## src/hdl/plsp_pkg.sv

```systemverilog
`default_nettype none

package plsp_pkg;

  localparam int unsigned PREFIX_CAPACITY = 30;
  localparam int unsigned CNT_W = $clog2(PREFIX_CAPACITY);
  localparam int unsigned NUM_W = 24;
  localparam int unsigned INDEX_W = 25;
  localparam int unsigned STYLE_W = 3;
  localparam int unsigned LEN_W = 5;
  localparam int unsigned IN_TDATA_W = 8;
  localparam int unsigned OUT_TDATA_W = 72;
  localparam int unsigned OUT_TUSER_W = 2;

  localparam logic [NUM_W-1:0] NUM_MAX = '1;

  localparam logic [7:0] CH_NUL = 8'h00;
  localparam logic [7:0] CH_UNDERSCORE = 8'h5F;
  localparam logic [7:0] CH_SLASH = 8'h2F;
  localparam logic [7:0] CH_ZERO = 8'h30;
  localparam logic [7:0] CH_NINE = 8'h39;
  localparam logic [7:0] CH_PRINT_LO = 8'h21;
  localparam logic [7:0] CH_PRINT_HI = 8'h7E;
  localparam logic [7:0] CH_UP_D = 8'h44;
  localparam logic [7:0] CH_UP_R = 8'h52;
  localparam logic [7:0] CH_LO_R = 8'h72;
  localparam logic [7:0] CH_UP_A = 8'h41;
  localparam logic [7:0] CH_LO_A = 8'h61;

  localparam logic [STYLE_W-1:0] STYLE_DEC = 3'd0;
  localparam logic [STYLE_W-1:0] STYLE_ROMAN_UP = 3'd1;
  localparam logic [STYLE_W-1:0] STYLE_ROMAN_LO = 3'd2;
  localparam logic [STYLE_W-1:0] STYLE_ALPHA_UP = 3'd3;
  localparam logic [STYLE_W-1:0] STYLE_ALPHA_LO = 3'd4;

  typedef enum logic [1:0] {
    KIND_HEADER = 2'd0,
    KIND_PREFIX = 2'd1,
    KIND_OK     = 2'd2,
    KIND_ERR    = 2'd3
  } plsp_kind_e;

  typedef enum logic [2:0] {
    PH_SKIP,
    PH_INDEX,
    PH_STYLE_DONE,
    PH_PREFIX,
    PH_PREFIX_DONE,
    PH_START_NUM,
    PH_PONLY_DONE,
    PH_DISCARD
  } plsp_phase_e;

  typedef struct packed {
    logic                      err;
    logic                      done;
    logic                      at_end;
    logic signed [INDEX_W-1:0] index;
    logic [STYLE_W-1:0]        style;
    logic [NUM_W-1:0]          start;
    logic                      has_prefix;
    logic                      prefix_only;
    logic [CNT_W-1:0]          len;
  } plsp_evt_t;

endpackage

`default_nettype wire

```

## src/hdl/plsp_parser.sv

```systemverilog
`default_nettype none

module plsp_parser import plsp_pkg::*; (
  input  wire logic             clk_i,
  input  wire logic             rst_ni,
  input  wire logic             step_i,
  input  wire logic [7:0]       char_i,
  input  wire logic [CNT_W-1:0] rd_addr_i,
  output logic [7:0]            rd_byte_o,
  output plsp_evt_t             evt_o
);

  plsp_phase_e               ph_q, ph_d;
  logic                      first_q, first_d;
  logic [NUM_W-1:0]          acc_q, acc_d;
  logic signed [INDEX_W-1:0] index_q, index_d;
  logic [NUM_W-1:0]          start_q, start_d;
  logic [STYLE_W-1:0]        style_q, style_d;
  logic                      has_q, has_d;
  logic                      only_q, only_d;
  logic [CNT_W-1:0]          cnt_q, cnt_d;
  logic [7:0]                store_q [PREFIX_CAPACITY];
  logic [7:0]                rd_byte_q;

  logic                      is_digit, is_end, sc_ok, is_print, cap_full;
  logic [STYLE_W-1:0]        sc;
  logic [3:0]                dval;
  logic [NUM_W-1:0]          acc_next;
  logic                      err, done, wr_en, restart_now;

  function automatic logic [NUM_W-1:0] accumulate(input logic [NUM_W-1:0] acc,
                                                  input logic [3:0] d);
    logic [NUM_W+3:0] v;
    v = ({4'b0, acc} << 3) + ({4'b0, acc} << 1) + (NUM_W+4)'(d);
    return (v > (NUM_W+4)'(NUM_MAX)) ? NUM_MAX : v[NUM_W-1:0];
  endfunction

  always_comb begin
    sc = STYLE_DEC;
    sc_ok = 1'b1;
    case (char_i)
      CH_UP_D: sc = STYLE_DEC;
      CH_UP_R: sc = STYLE_ROMAN_UP;
      CH_LO_R: sc = STYLE_ROMAN_LO;
      CH_UP_A: sc = STYLE_ALPHA_UP;
      CH_LO_A: sc = STYLE_ALPHA_LO;
      default: sc_ok = 1'b0;
    endcase
  end

  assign is_digit = (char_i >= CH_ZERO) && (char_i <= CH_NINE);
  assign is_end = (char_i == CH_UNDERSCORE) || (char_i == CH_NUL);
  assign is_print = (char_i >= CH_PRINT_LO) && (char_i <= CH_PRINT_HI);
  assign cap_full = ({1'b0, cnt_q} + 1'b1) >= (CNT_W+1)'(PREFIX_CAPACITY);
  assign dval = 4'(char_i - CH_ZERO);
  assign acc_next = accumulate(acc_q, dval);

  always_comb begin
    ph_d = ph_q;
    first_d = first_q;
    acc_d = acc_q;
    index_d = index_q;
    start_d = start_q;
    style_d = style_q;
    has_d = has_q;
    only_d = only_q;
    cnt_d = cnt_q;
    err = 1'b0;
    done = 1'b0;
    wr_en = 1'b0;
    restart_now = 1'b0;

    case (ph_q)
      PH_SKIP: begin
        if (char_i == CH_UNDERSCORE) begin
        end else if (char_i == CH_SLASH) begin
          has_d = 1'b1;
          only_d = 1'b1;
          cnt_d = '0;
          ph_d = PH_PREFIX;
        end else if (is_digit) begin
          if (first_q) begin
            err = 1'b1;
          end else begin
            acc_d = NUM_W'(dval);
            ph_d = PH_INDEX;
          end
        end else if (sc_ok) begin
          if (!first_q) begin
            err = 1'b1;
          end else begin
            style_d = sc;
            ph_d = PH_STYLE_DONE;
          end
        end else begin
          err = 1'b1;
        end
      end
      PH_INDEX: begin
        if (is_digit) begin
          acc_d = acc_next;
        end else begin
          index_d = INDEX_W'({1'b0, acc_q}) - INDEX_W'(1);
          acc_d = '0;
          if (sc_ok) begin
            style_d = sc;
            ph_d = PH_STYLE_DONE;
          end else if (is_end) begin
            done = 1'b1;
          end else begin
            err = 1'b1;
          end
        end
      end
      PH_STYLE_DONE: begin
        if (char_i == CH_SLASH) begin
          has_d = 1'b1;
          only_d = 1'b0;
          cnt_d = '0;
          ph_d = PH_PREFIX;
        end else if (is_digit) begin
          acc_d = NUM_W'(dval);
          ph_d = PH_START_NUM;
        end else if (is_end) begin
          done = 1'b1;
        end else begin
          err = 1'b1;
        end
      end
      PH_PREFIX: begin
        if (char_i == CH_SLASH) begin
          ph_d = only_q ? PH_PONLY_DONE : PH_PREFIX_DONE;
        end else if (cap_full || !is_print) begin
          err = 1'b1;
        end else begin
          wr_en = 1'b1;
          cnt_d = cnt_q + 1'b1;
        end
      end
      PH_PREFIX_DONE: begin
        if (is_digit) begin
          acc_d = NUM_W'(dval);
          ph_d = PH_START_NUM;
        end else if (is_end) begin
          done = 1'b1;
        end else begin
          err = 1'b1;
        end
      end
      PH_START_NUM: begin
        if (is_digit) begin
          acc_d = acc_next;
        end else if (is_end) begin
          start_d = acc_q;
          done = 1'b1;
        end else begin
          err = 1'b1;
        end
      end
      PH_PONLY_DONE: begin
        if (is_end) begin
          done = 1'b1;
        end else begin
          err = 1'b1;
        end
      end
      PH_DISCARD: begin
        if (char_i == CH_NUL) begin
          restart_now = 1'b1;
        end
      end
      default: begin
        restart_now = 1'b1;
      end
    endcase

    // header carries the range as it stands after this character
    evt_o.err = err;
    evt_o.done = done;
    evt_o.at_end = (char_i == CH_NUL);
    evt_o.index = index_d;
    evt_o.style = style_d;
    evt_o.start = start_d;
    evt_o.has_prefix = has_d;
    evt_o.prefix_only = only_d;
    evt_o.len = cnt_d;

    if (err || done || restart_now) begin
      acc_d = '0;
      index_d = '0;
      start_d = '0;
      style_d = STYLE_DEC;
      has_d = 1'b0;
      only_d = 1'b0;
      cnt_d = '0;
      ph_d = PH_SKIP;
      if (done && char_i != CH_NUL) begin
        first_d = 1'b0;
      end else begin
        first_d = 1'b1;
      end
      if (err && char_i != CH_NUL) begin
        ph_d = PH_DISCARD;
      end
    end
  end

  always_ff @(posedge clk_i or negedge rst_ni) begin
    if (!rst_ni) begin
      ph_q <= PH_SKIP;
      first_q <= 1'b1;
      acc_q <= '0;
      index_q <= '0;
      start_q <= '0;
      style_q <= STYLE_DEC;
      has_q <= 1'b0;
      only_q <= 1'b0;
      cnt_q <= '0;
    end else if (step_i) begin
      ph_q <= ph_d;
      first_q <= first_d;
      acc_q <= acc_d;
      index_q <= index_d;
      start_q <= start_d;
      style_q <= style_d;
      has_q <= has_d;
      only_q <= only_d;
      cnt_q <= cnt_d;
    end
  end

  always_ff @(posedge clk_i) begin
    if (step_i && wr_en) begin
      store_q[cnt_q] <= char_i;
    end
  end

  // read is registered: the address is presented in the cycle before the byte is used
  always_ff @(posedge clk_i) begin
    rd_byte_q <= store_q[rd_addr_i];
  end

  assign rd_byte_o = rd_byte_q;

endmodule

`default_nettype wire

```

## src/hdl/page_label_spec_parser.sv

```systemverilog
// Page-label spec parser.
// Input stream: one ASCII character per transfer on s_axis; a zero byte
// ends the spec. Output stream: result items on m_axis, kind in tuser,
// tlast set on the last item caused by one input character.
// A character is parsed in the cycle it is accepted and its first result
// (range header or error item) lands in the output register. Plain
// characters go at one per cycle unless the output stalls. A character
// that closes a range with N prefix bytes sends a header and N prefix
// items (and an ok item at end of spec); prefix bytes are read one per
// cycle from the prefix buffer unless output stalls; input is held off.
// After an error a single error item is sent and the rest of the spec up
// to its zero byte is dropped without results.
// Reset (rst_ni low) clears parser state and empties the output register;
// the prefix buffer needs no clearing. When the receiver deasserts
// m_axis_tready the output register holds its item and s_axis_tready
// drops until the output can move again.
`default_nettype none

module page_label_spec_parser import plsp_pkg::*; (
  input  wire logic                   clk_i,
  input  wire logic                   rst_ni,
  input  wire logic                   s_axis_tvalid,
  output logic                        s_axis_tready,
  input  wire logic [IN_TDATA_W-1:0]  s_axis_tdata,  // char_in
  output logic                        m_axis_tvalid,
  input  wire logic                   m_axis_tready,
  // range_index, style, start_value, has_prefix, prefix_only,
  // prefix_length, prefix_byte, zero pad
  output logic [OUT_TDATA_W-1:0]      m_axis_tdata,
  output logic [OUT_TUSER_W-1:0]      m_axis_tuser,  // kind
  output logic                        m_axis_tlast
);

  plsp_evt_t               evt;
  logic [7:0]              rd_byte;
  logic                    accept, slot_free;

  logic                    out_valid_q, out_valid_d;
  logic [OUT_TDATA_W-1:0]  out_data_q, out_data_d;
  plsp_kind_e              out_kind_q, out_kind_d;
  logic                    out_last_q, out_last_d;
  logic                    out_load;

  logic                    burst_q, burst_d;
  logic                    emit_end_q, emit_end_d;
  logic [CNT_W-1:0]        emit_len_q, emit_len_d;
  logic [CNT_W-1:0]        emit_idx_q, emit_idx_d;

  assign slot_free = !out_valid_q || m_axis_tready;
  assign s_axis_tready = !burst_q && slot_free;
  assign accept = s_axis_tvalid && s_axis_tready;

  plsp_parser u_parser (
    .clk_i     (clk_i),
    .rst_ni    (rst_ni),
    .step_i    (accept),
    .char_i    (s_axis_tdata),
    .rd_addr_i (emit_idx_d),
    .rd_byte_o (rd_byte),
    .evt_o     (evt)
  );

  always_comb begin
    out_load = 1'b0;
    out_data_d = out_data_q;
    out_kind_d = out_kind_q;
    out_last_d = out_last_q;
    burst_d = burst_q;
    emit_end_d = emit_end_q;
    emit_len_d = emit_len_q;
    emit_idx_d = emit_idx_q;

    if (accept && evt.err) begin
      out_load = 1'b1;
      out_kind_d = KIND_ERR;
      out_data_d = '0;
      out_last_d = 1'b1;
    end else if (accept && evt.done) begin
      out_load = 1'b1;
      out_kind_d = KIND_HEADER;
      out_data_d = {5'b0, 8'b0, LEN_W'(evt.len), evt.prefix_only, evt.has_prefix,
                    evt.start, evt.style, evt.index};
      out_last_d = (evt.len == '0) && !evt.at_end;
      burst_d = (evt.len != '0) || evt.at_end;
      emit_end_d = evt.at_end;
      emit_len_d = evt.len;
      emit_idx_d = '0;
    end else if (burst_q && slot_free) begin
      out_load = 1'b1;
      if (emit_idx_q < emit_len_q) begin
        out_kind_d = KIND_PREFIX;
        out_data_d = {5'b0, rd_byte, 59'b0};
        out_last_d = (emit_idx_q + 1'b1 == emit_len_q) && !emit_end_q;
        emit_idx_d = emit_idx_q + 1'b1;
        burst_d = !((emit_idx_q + 1'b1 == emit_len_q) && !emit_end_q);
      end else begin
        out_kind_d = KIND_OK;
        out_data_d = '0;
        out_last_d = 1'b1;
        burst_d = 1'b0;
      end
    end

    if (out_load) begin
      out_valid_d = 1'b1;
    end else if (m_axis_tready) begin
      out_valid_d = 1'b0;
    end else begin
      out_valid_d = out_valid_q;
    end
  end

  always_ff @(posedge clk_i or negedge rst_ni) begin
    if (!rst_ni) begin
      out_valid_q <= 1'b0;
      burst_q <= 1'b0;
      emit_end_q <= 1'b0;
      emit_len_q <= '0;
      emit_idx_q <= '0;
    end else begin
      out_valid_q <= out_valid_d;
      burst_q <= burst_d;
      emit_end_q <= emit_end_d;
      emit_len_q <= emit_len_d;
      emit_idx_q <= emit_idx_d;
    end
  end

  always_ff @(posedge clk_i) begin
    if (out_load) begin
      out_data_q <= out_data_d;
      out_kind_q <= out_kind_d;
      out_last_q <= out_last_d;
    end
  end

  assign m_axis_tvalid = out_valid_q;
  assign m_axis_tdata = out_data_q;
  assign m_axis_tuser = out_kind_q;
  assign m_axis_tlast = out_last_q;

`ifndef SYNTHESIS
  a_idx_in_range: assert property (@(posedge clk_i) disable iff (!rst_ni)
    burst_q |-> emit_idx_q <= emit_len_q)
    else $error("prefix read index past range length");

  a_burst_has_work: assert property (@(posedge clk_i) disable iff (!rst_ni)
    burst_q |-> (emit_end_q || emit_idx_q < emit_len_q))
    else $error("burst active with nothing left to send");

  a_err_is_last: assert property (@(posedge clk_i) disable iff (!rst_ni)
    m_axis_tvalid && m_axis_tuser == KIND_ERR |-> m_axis_tlast)
    else $error("error item without tlast");

  a_ok_is_last: assert property (@(posedge clk_i) disable iff (!rst_ni)
    m_axis_tvalid && m_axis_tuser == KIND_OK |-> m_axis_tlast && !burst_q)
    else $error("ok item not closing its burst");
`endif

endmodule

`default_nettype wire

```

## config.mk

```make
export PLATFORM = sky130hd
export DESIGN_NAME = page_label_spec_parser
export DESIGN_NICKNAME = d
export VERILOG_FILES = /design/src/hdl/plsp_pkg.sv /design/src/hdl/plsp_parser.sv /design/src/hdl/page_label_spec_parser.sv
export SDC_FILE = /design/constraint.sdc
export NUM_CORES = 1
export LEC_CHECK = 0
export ABC_AREA = 1
export ABC_CLOCK_PERIOD_IN_PS = 4600
export BUFFER_PORTS_ARGS = -buffer_cell sky130_fd_sc_hd__buf_4
export CAP_MARGIN = 20
export CORE_MARGIN = 2
export CORE_UTILIZATION = 23
export DETAILED_ROUTE_END_ITERATION = 7
export SYNTH_ARGS = -nofsm -noshare
export SYNTH_HDL_FRONTEND = slang
export SYNTH_HIERARCHICAL = 1
export SYNTH_SLANG_ARGS = --single-unit
```

## constraint.sdc

```tcl
create_clock -name clk_i -period 4.6 [get_ports clk_i]
set_input_delay 0.23 -clock clk_i [delete_from_list [all_inputs] [get_ports clk_i]]
set_output_delay 0.23 -clock clk_i [all_outputs]
set_load 0.005 [all_outputs]
```

==> out/qor.yml, run 1 <==
run_status:
  run_status: "completed"
route:
  wl_um: 55600
  ant_nets: 0
  firstDrtPassIters: 5
  num_vias: 15600
  drtIter0Drc: 1323
  avgViaCountPerCell: 4.42
  wl_per_cell_um: 15.7
  drc_errors: 0
logic_synthesis:
  synth_seq_cells: 418
  yosysMostFrequentCell: "nand2_1"
  synth_area_leader_cell: "edfxtp_1"
  async_flop_share_pct: 23.9
  synth-edff-count: 310
  netlist_area_mm2: 0.0210
  synth_commonest_cells: "nand2_1, edfxtp_1, nor2_1"
  synthTopCellsByArea: "edfxtp_1, dfrtp_1, nand2_1"
  synth.top_cell.area_share_pct: 44.2
  yosys_warnings: 6
  synthFlopType: "edfxtp_1"
  synthCells: 2240
  yosysUniqueCellTypes: 56
  syn_avg_cell_area_um2: 9.40
  seq_area_frac_synth_pct: 56.9
power_and_ir_drop:
  p_sw_mw: 6.10
  powerDensity_mw_per_mm2: 609
  power.total_mw: 14.9
  swShare_pct: 40.8
  p_int_mw: 8.84
  vdd_drop_max_mv: 0.625
  p_leak_nw: 9.99
  clkPwrFrac_pct: 25.3
  seqPwrFrac_pct: 32.9
  combPwrFrac_pct: 41.8
sta:
  final.setup.tns_ps: 0
  worst_pin_slew_ps: 1030
  post-route-period-util_pct: 89.4
  rsz0062_at_grt: "false"
  fin_ws_ps: 485
  fin_worst_skew_ps: 43.9
  finalSetupViolCount: 0
  slew_viol_final: 0
  layout_min_cycle_time_ps: 4110
  max_freq_ghz: 0.243
  worst_hold_slack_ps: 29.9
  final_hold_viol_count: 0
  slew_headroom_pct: 31.3
floorplan:
  chipWidth_um: 307
  coreArea_mm2: 0.0903
  fp.dieArea_mm2: 0.0939
  fp-row-count: 110
  initial_core_util_pct: 23.3
  io-pin-count: 89
  fp.dieH_um: 307
layout:
  multiInputGateArea_mm2: 0.00769
  fin_cells: 3533
  final_nets: 2393
  post-route-cell-area_mm2: 0.0246
  seq_area_mm2: 0.0120
  layout-drive-gt1-share_pct: 11.2
  syn_to_final_growth_pct: 16.7
  fillers: 9552
  fin_util_pct: 27.2
worst_setup_path:
  cp-end-kind: "flop"
  crit_arrival_ps: 4630
  critPathKind: "reg -> reg"
  start_kind: "flop"
  critPathRequiredTime_ps: 5110
  worst-path-max-fanout: 53
grt:
  globalRouteOverflowTotal: 0
  first_global_vias: 15200
  grt_max_degree: 83
  grt_usage_pct: 11.6
  antenna_found_initial: 3
  grt_pass1_wl_um: 87100
placed_design:
  post_dp_cell_area_mm2: 0.0230
  dpl.hpwl_um: 37800
  place_ws_ps: 519
  port_buffers: 83
  dpl.cell_count: 3444
  gp_congestion: 0.860
clock_tree:
  clock_sinks: 418
  cts_tree: "built"
  cts_buffers: 45
  ctsLongestPathBuffers: 3
  ctsResizeCount: 0
  clk_pin_slew_worst_paths_ps: 70
  cts_setup_buffers: 0
  cts_htree_levels: 2
  cts-root-buf: "clkbuf_16"
  clk_latency_ps: 610
  cts_hold_buffers: 5
flow_run:
  drv_cap: 0
min_path:
  min_path_type: "in -> reg"
[cells in the final DEF, fill, tap and decap left out, types with 7 or more instances in the layout]
cell type / count
a21oi_1: 58
buf_4: 114
clkbuf_1: 13
clkbuf_16: 45
clkinv_2: 9
dfrtp_1: 99
dfxtp_1: 8
edfxtp_1: 310
ha_1: 59
inv_1: 237
nand2_1: 555
nand3_1: 77
nand4_1: 20
nor2_1: 263
nor2_2: 7
nor2_4: 46
nor3_1: 12
o21ai_0: 246
o221ai_1: 24
o22ai_1: 24
xnor2_1: 16
xor2_1: 13
[worst paths after layout]
path | from | end | slack, ps | cells after the start
min in group asynchronous | rst_ni | m_axis_tvalid | 270 | 2
hold reg to reg | u_parser/index_q[14] | u_parser/index_q[14] | 480 | 2
hold / removal | m_axis_tready | m_axis_tvalid | 30 | 4
setup / recovery | u_parser/cnt_q[0] | u_parser/rd_byte_o[2] | 490 | 21
setup reg to reg | u_parser/cnt_q[0] | u_parser/rd_byte_o[2] | 490 | 21
max in group asynchronous | rst_ni | u_parser/index_q[8] | 3220 | 3
[logic make-up (layout without fill, tap and decap cells)]
logic type                 count (synthesis)  after routing  synth area share [%]
adders and majority gates                 61             61                  3.70
and+or+nand+nor                         1002           1002                  21.0
DFF                                      418            418                  56.9
AOI/OAI and AO/OA                        391            391                  10.4
buffers and inverters                    337            449                  6.79
other                                      1              6                0.0178
xor gates and xnor gates                  29             29                  1.21
muxes                                      1              1                0.0535
[flip-flops by register name (all words and copies together) (netlist names)]
| signal | cells |
|---|---|
| u_parser/index_q | 25 |
| u_parser/acc_q | 24 |
| emit_len_q | 5 |
| u_parser/store_q | 240 |
| u_parser/cnt_q | 5 |
| emit_end_q | 1 |
| m_axis_tvalid | 1 |
| u_parser/only_q | 1 |
| emit_idx_q | 5 |
| u_parser/start_q | 24 |
| u_parser/has_q | 1 |
| u_parser/style_q | 3 |
| m_axis_tlast | 1 |
| m_axis_tuser | 2 |
| u_parser/rd_byte_o | 8 |
| u_parser/first_q | 1 |
| u_parser/ph_q | 3 |
| m_axis_tdata | 67 |
| burst_q | 1 |
[critical path, cell delays in order, from the launching register on]
cell     delay, ps
dfrtp_1        420
inv_1          190
ha_1           270
or2_2          290
nand2_1         60
nor2_1          40
nand2_1         90
nand2_1         90
a21oi_2        200
nand3_1        170
inv_1          200
nor2_4          90
nor2_4         210
nand3_1        110
nand2_1         90
buf_4          470
o21ai_0        230
o22ai_1        260
o21ai_0        130
nand2_1        120
o21ai_0        100
o21ai_0        160
[power groups by stage]
stage	Combinational (mW)	Sequential, mW	Clock (mW)
floorplan	3.96	4.94	0
global placement	6.18	5.01	0
detailed placement	6.21	5.00	0
CTS	6.25	4.93	3.87
global route	6.93	4.98	3.99
finish	6.24	4.92	3.78
[layout make-up]
type,count,area share (%)
diodes,1,0.0102
clock buffers,60,4.90
clock inverters,23,1.37
inverters,244,3.74
multi-input cells,1489,31.3
flip-flops and latches,418,48.8
well taps,1176,5.99
repair buffers,122,3.93
[metal layers]
metal	routed length [µm]	vias up	global-route usage, %	part of all wire, %
met5	0	-	0	0
met2	26700	404	19.7	48
met3	3080	94	1.67	5.5
li1	-	7633	-	-
met4	1520	0	3.66	2.7
met1	24300	7469	15.3	44
No activity file was read; power rests on OpenSTA's default activity.
==> run 2: changes to the inputs <==
CORE_ASPECT_RATIO = 0.6   (was unset)
GPL_ROUTABILITY_DRIVEN = 0   (was unset)
==> run 2 against run 1 <==
Against the previous run:
- critical path depth shrank 1
- global-route usage increased by 0.56 points
- via count is 2.7% higher
- final cell count rose by 1.2%
- first-iteration DRC count grew 35%
- sequential cell count did not move
- setup slack gained 70 ps
- non-clock buffer count grew 2
- critical endpoint unchanged
- highest routed layer unchanged
==> out/qor.yml, run 2 (synthesis results as in run 1) <==
power_and_ir_drop:
  combPwrFrac_pct: 42.6  # was 41.8%
  power.total_mw: 15.1  # was 14.9 mW
  swShare_pct: 41.1  # was 40.8%
  p_sw_mw: 6.22  # was 6.10 mW
  vdd_drop_max_mv: 0.542  # was 0.625 mV
  p_int_mw: 8.92  # was 8.84 mW
  clkPwrFrac_pct: 24.8  # was 25.3%
  powerDensity_mw_per_mm2: 615  # was 609 mW/mm²
  p_leak_nw: 10.0  # was 9.99 nW
  seqPwrFrac_pct: 32.6  # was 32.9%
sta:
  post-route-period-util_pct: 87.9  # was 89.4%
  slew_viol_final: 0  # unchanged
  final.setup.tns_ps: 0  # unchanged
  rsz0062_at_grt: "false"  # unchanged
  layout_min_cycle_time_ps: 4040  # was 4110 ps
  finalSetupViolCount: 0  # unchanged
  max_freq_ghz: 0.247  # was 0.243 GHz
  final_hold_viol_count: 0  # unchanged
  slew_headroom_pct: 31.9  # was 31.3%
  worst_pin_slew_ps: 1020  # was 1030 ps
  fin_worst_skew_ps: 24.9  # was 43.9 ps
floorplan:
  fp-row-count: 85  # was 110
  fp.dieH_um: 238  # was 307 µm
  coreArea_mm2: 0.0902  # was 0.0903 mm²
  fp.dieArea_mm2: 0.0940  # was 0.0939 mm²
  chipWidth_um: 395  # was 307 µm
  initial_core_util_pct: 23.3  # about the same
  io-pin-count: 89  # unchanged
worst_setup_path:
  r2r-end: "u_parser/rd_byte_o[2]"  # unchanged
  crit_arrival_ps: 4490  # was 4630 ps
  r2r-start: "u_parser/ph_q[0]"  # was u_parser/cnt_q[0]
  r2r_slack_ps: 560  # was 490 ps
  critPathRequiredTime_ps: 5050  # was 5110 ps
  r2r_cells: 20  # was 21
  cp-end-kind: "flop"  # unchanged
  worst-path-max-fanout: 56  # was 53
  critPathKind: "reg -> reg"  # unchanged
  start_kind: "flop"  # unchanged
grt:
  first_global_vias: 15000  # was 15200
  grt_usage_pct: 12.2  # was 11.6%
  grt_max_degree: 122  # was 83
  antenna_found_initial: 1  # was 3
  globalRouteOverflowTotal: 0  # unchanged
  grt_pass1_wl_um: 90300  # was 87100 µm
clock_tree:
  cts_tree: "built"  # unchanged
  cts_setup_buffers: 0  # unchanged
  cts_htree_levels: 2  # unchanged
  clk_latency_ps: 580  # was 610 ps
  cts_buffers: 44  # was 45
  cts-root-buf: "clkbuf_16"  # unchanged
  ctsResizeCount: 0  # unchanged
  clk_pin_slew_worst_paths_ps: 70  # about the same
  ctsLongestPathBuffers: 3  # unchanged
  clock_sinks: 418  # unchanged
layout:
  final_nets: 2394  # was 2393
  syn_to_final_growth_pct: 17.1  # was 16.7%
  largest_register_ffs: 240  # unchanged
  fin_util_pct: 27.3  # was 27.2%
  diodes: 0  # was 1
  final_common_cell: "nand2_1"  # unchanged
  multiInputGateArea_mm2: 0.00768  # was 0.00769 mm²
  seq_area_mm2: 0.0120  # unchanged
  layout-drive-gt1-share_pct: 11.3  # was 11.2%
  top_register: "u_parser/store_q"  # unchanged
  layout_common_cells: "nand2_1, edfxtp_1, nor2_1"  # unchanged
  fillers: 9551  # was 9552
route:
  drc_errors: 0  # unchanged
  drtIter0Drc: 1789  # was 1323
  wl_per_cell_um: 16.2  # was 15.7 µm
  wl_um: 57800  # was 55600 µm
  ant_nets: 0  # unchanged
  avgViaCountPerCell: 4.48  # was 4.42
  num_vias: 16000  # was 15600
  firstDrtPassIters: 7  # was 5
min_path:
  holdPathStages: 1  # was 4
  hold_end: "u_parser/store_q[22][2]"  # was m_axis_tvalid
  hp-start: "s_axis_tdata[2]"  # was m_axis_tready
  min_path_type: "in -> reg"  # unchanged
flow_run:
  drv_cap: 0  # unchanged
run_status:
  run_status: "completed"  # unchanged
placed_design:
  port_buffers: 83  # unchanged
  dpl.hpwl_um: 40400  # was 37800 µm
## run 2: changes by cell type in the layout (fill, tap and decap cells not counted), sizes merged
cell	before	now
dlygate4sd3	5	3
clkinvlp	2	3
clkinv	15	16
buf	117	121
inv	244	241
diode	1	0
## run 2: worst max-delay path by stage
| stage | start | depth (start not counted) | end |
|---|---|---|---|
| detailed placement | s_axis_tdata[3] | 23 | u_parser/rd_byte_o[2] |
| global placement | s_axis_tdata[3] | 23 | u_parser/rd_byte_o[2] |
| CTS | u_parser/ph_q[0] | 20 | u_parser/rd_byte_o[6] |
| finish | u_parser/ph_q[0] | 20 | u_parser/rd_byte_o[2] |
| floorplan | u_parser/cnt_q[0] | 14 | m_axis_tdata[0] |
| global route | u_parser/ph_q[0] | 20 | u_parser/rd_byte_o[1] |
## run 2: power groups by stage
stage | clock (mW) | sequential, mW | combinational [mW]
3_5_place_dp | 0 | 5.01 | 6.37
3_3_place_gp | 0 | 5.01 | 6.32
2_1_floorplan | 0 | 4.94 | 3.96
6_report | 3.76 | 4.93 | 6.45
4_1_cts | 3.84 | 4.93 | 6.40
5_1_grt | 4.00 | 4.98 | 7.14
## run 2: metal layers
layer | global-route usage (%) | vias to the layer above | part of all wire [%]
met5 | 0 | - | 0
met4 | 3.01 | 0 | 1.6
met3 | 2.67 | 63 | 9.1
met2 | 15.9 | 649 | 38
met1 | 19.6 | 7659 | 51
li1 | - | 7649 | -
## run 2: worst max-delay path, cell delays in order (launching register included)
cell	delay, ps
dfrtp_1	430
inv_1	110
nor2_2	150
inv_1	150
nor2_2	230
nand3_1	180
nand2_1	110
nand2_2	80
nand3_1	120
inv_1	120
nand2_4	80
o21ai_0	140
a21oi_4	240
clkinv_2	420
buf_12	360
o21ai_0	190
o22ai_1	100
nand2_1	60
o21ai_0	70
o21ai_0	420
o21ai_0	140
## run 2: area by class of cell
class                      instances  area share (%)
clock buffer                      60            5.05
clock inverter                    22            1.12
inverter                         244            3.73
multi-input combinational       1489            31.2
sequential                       418            48.6
tap                             1218            6.19
timing repair buffer             124            4.14
## run 2: per-stage QoR
stage                     cells  setup WS [ps]  hold slack [ps]  instance area (µm²)
after floorplan            2244            567            -65.6                21100
after global placement     3489            751              413                23100
after detailed placement   3490            657              418                23100
after CTS                  3575            655             12.9                24600
after global routing       3575            187             34.6                24600
final                      3575            555             24.7                24600
## run 2: what timing repair did
item | 4_1_cts | 5_1_grt
hold endpoints to repair | 71 | 0
hold buffers | 3 | 0
endpoints found under the setup margin | 0 | 0
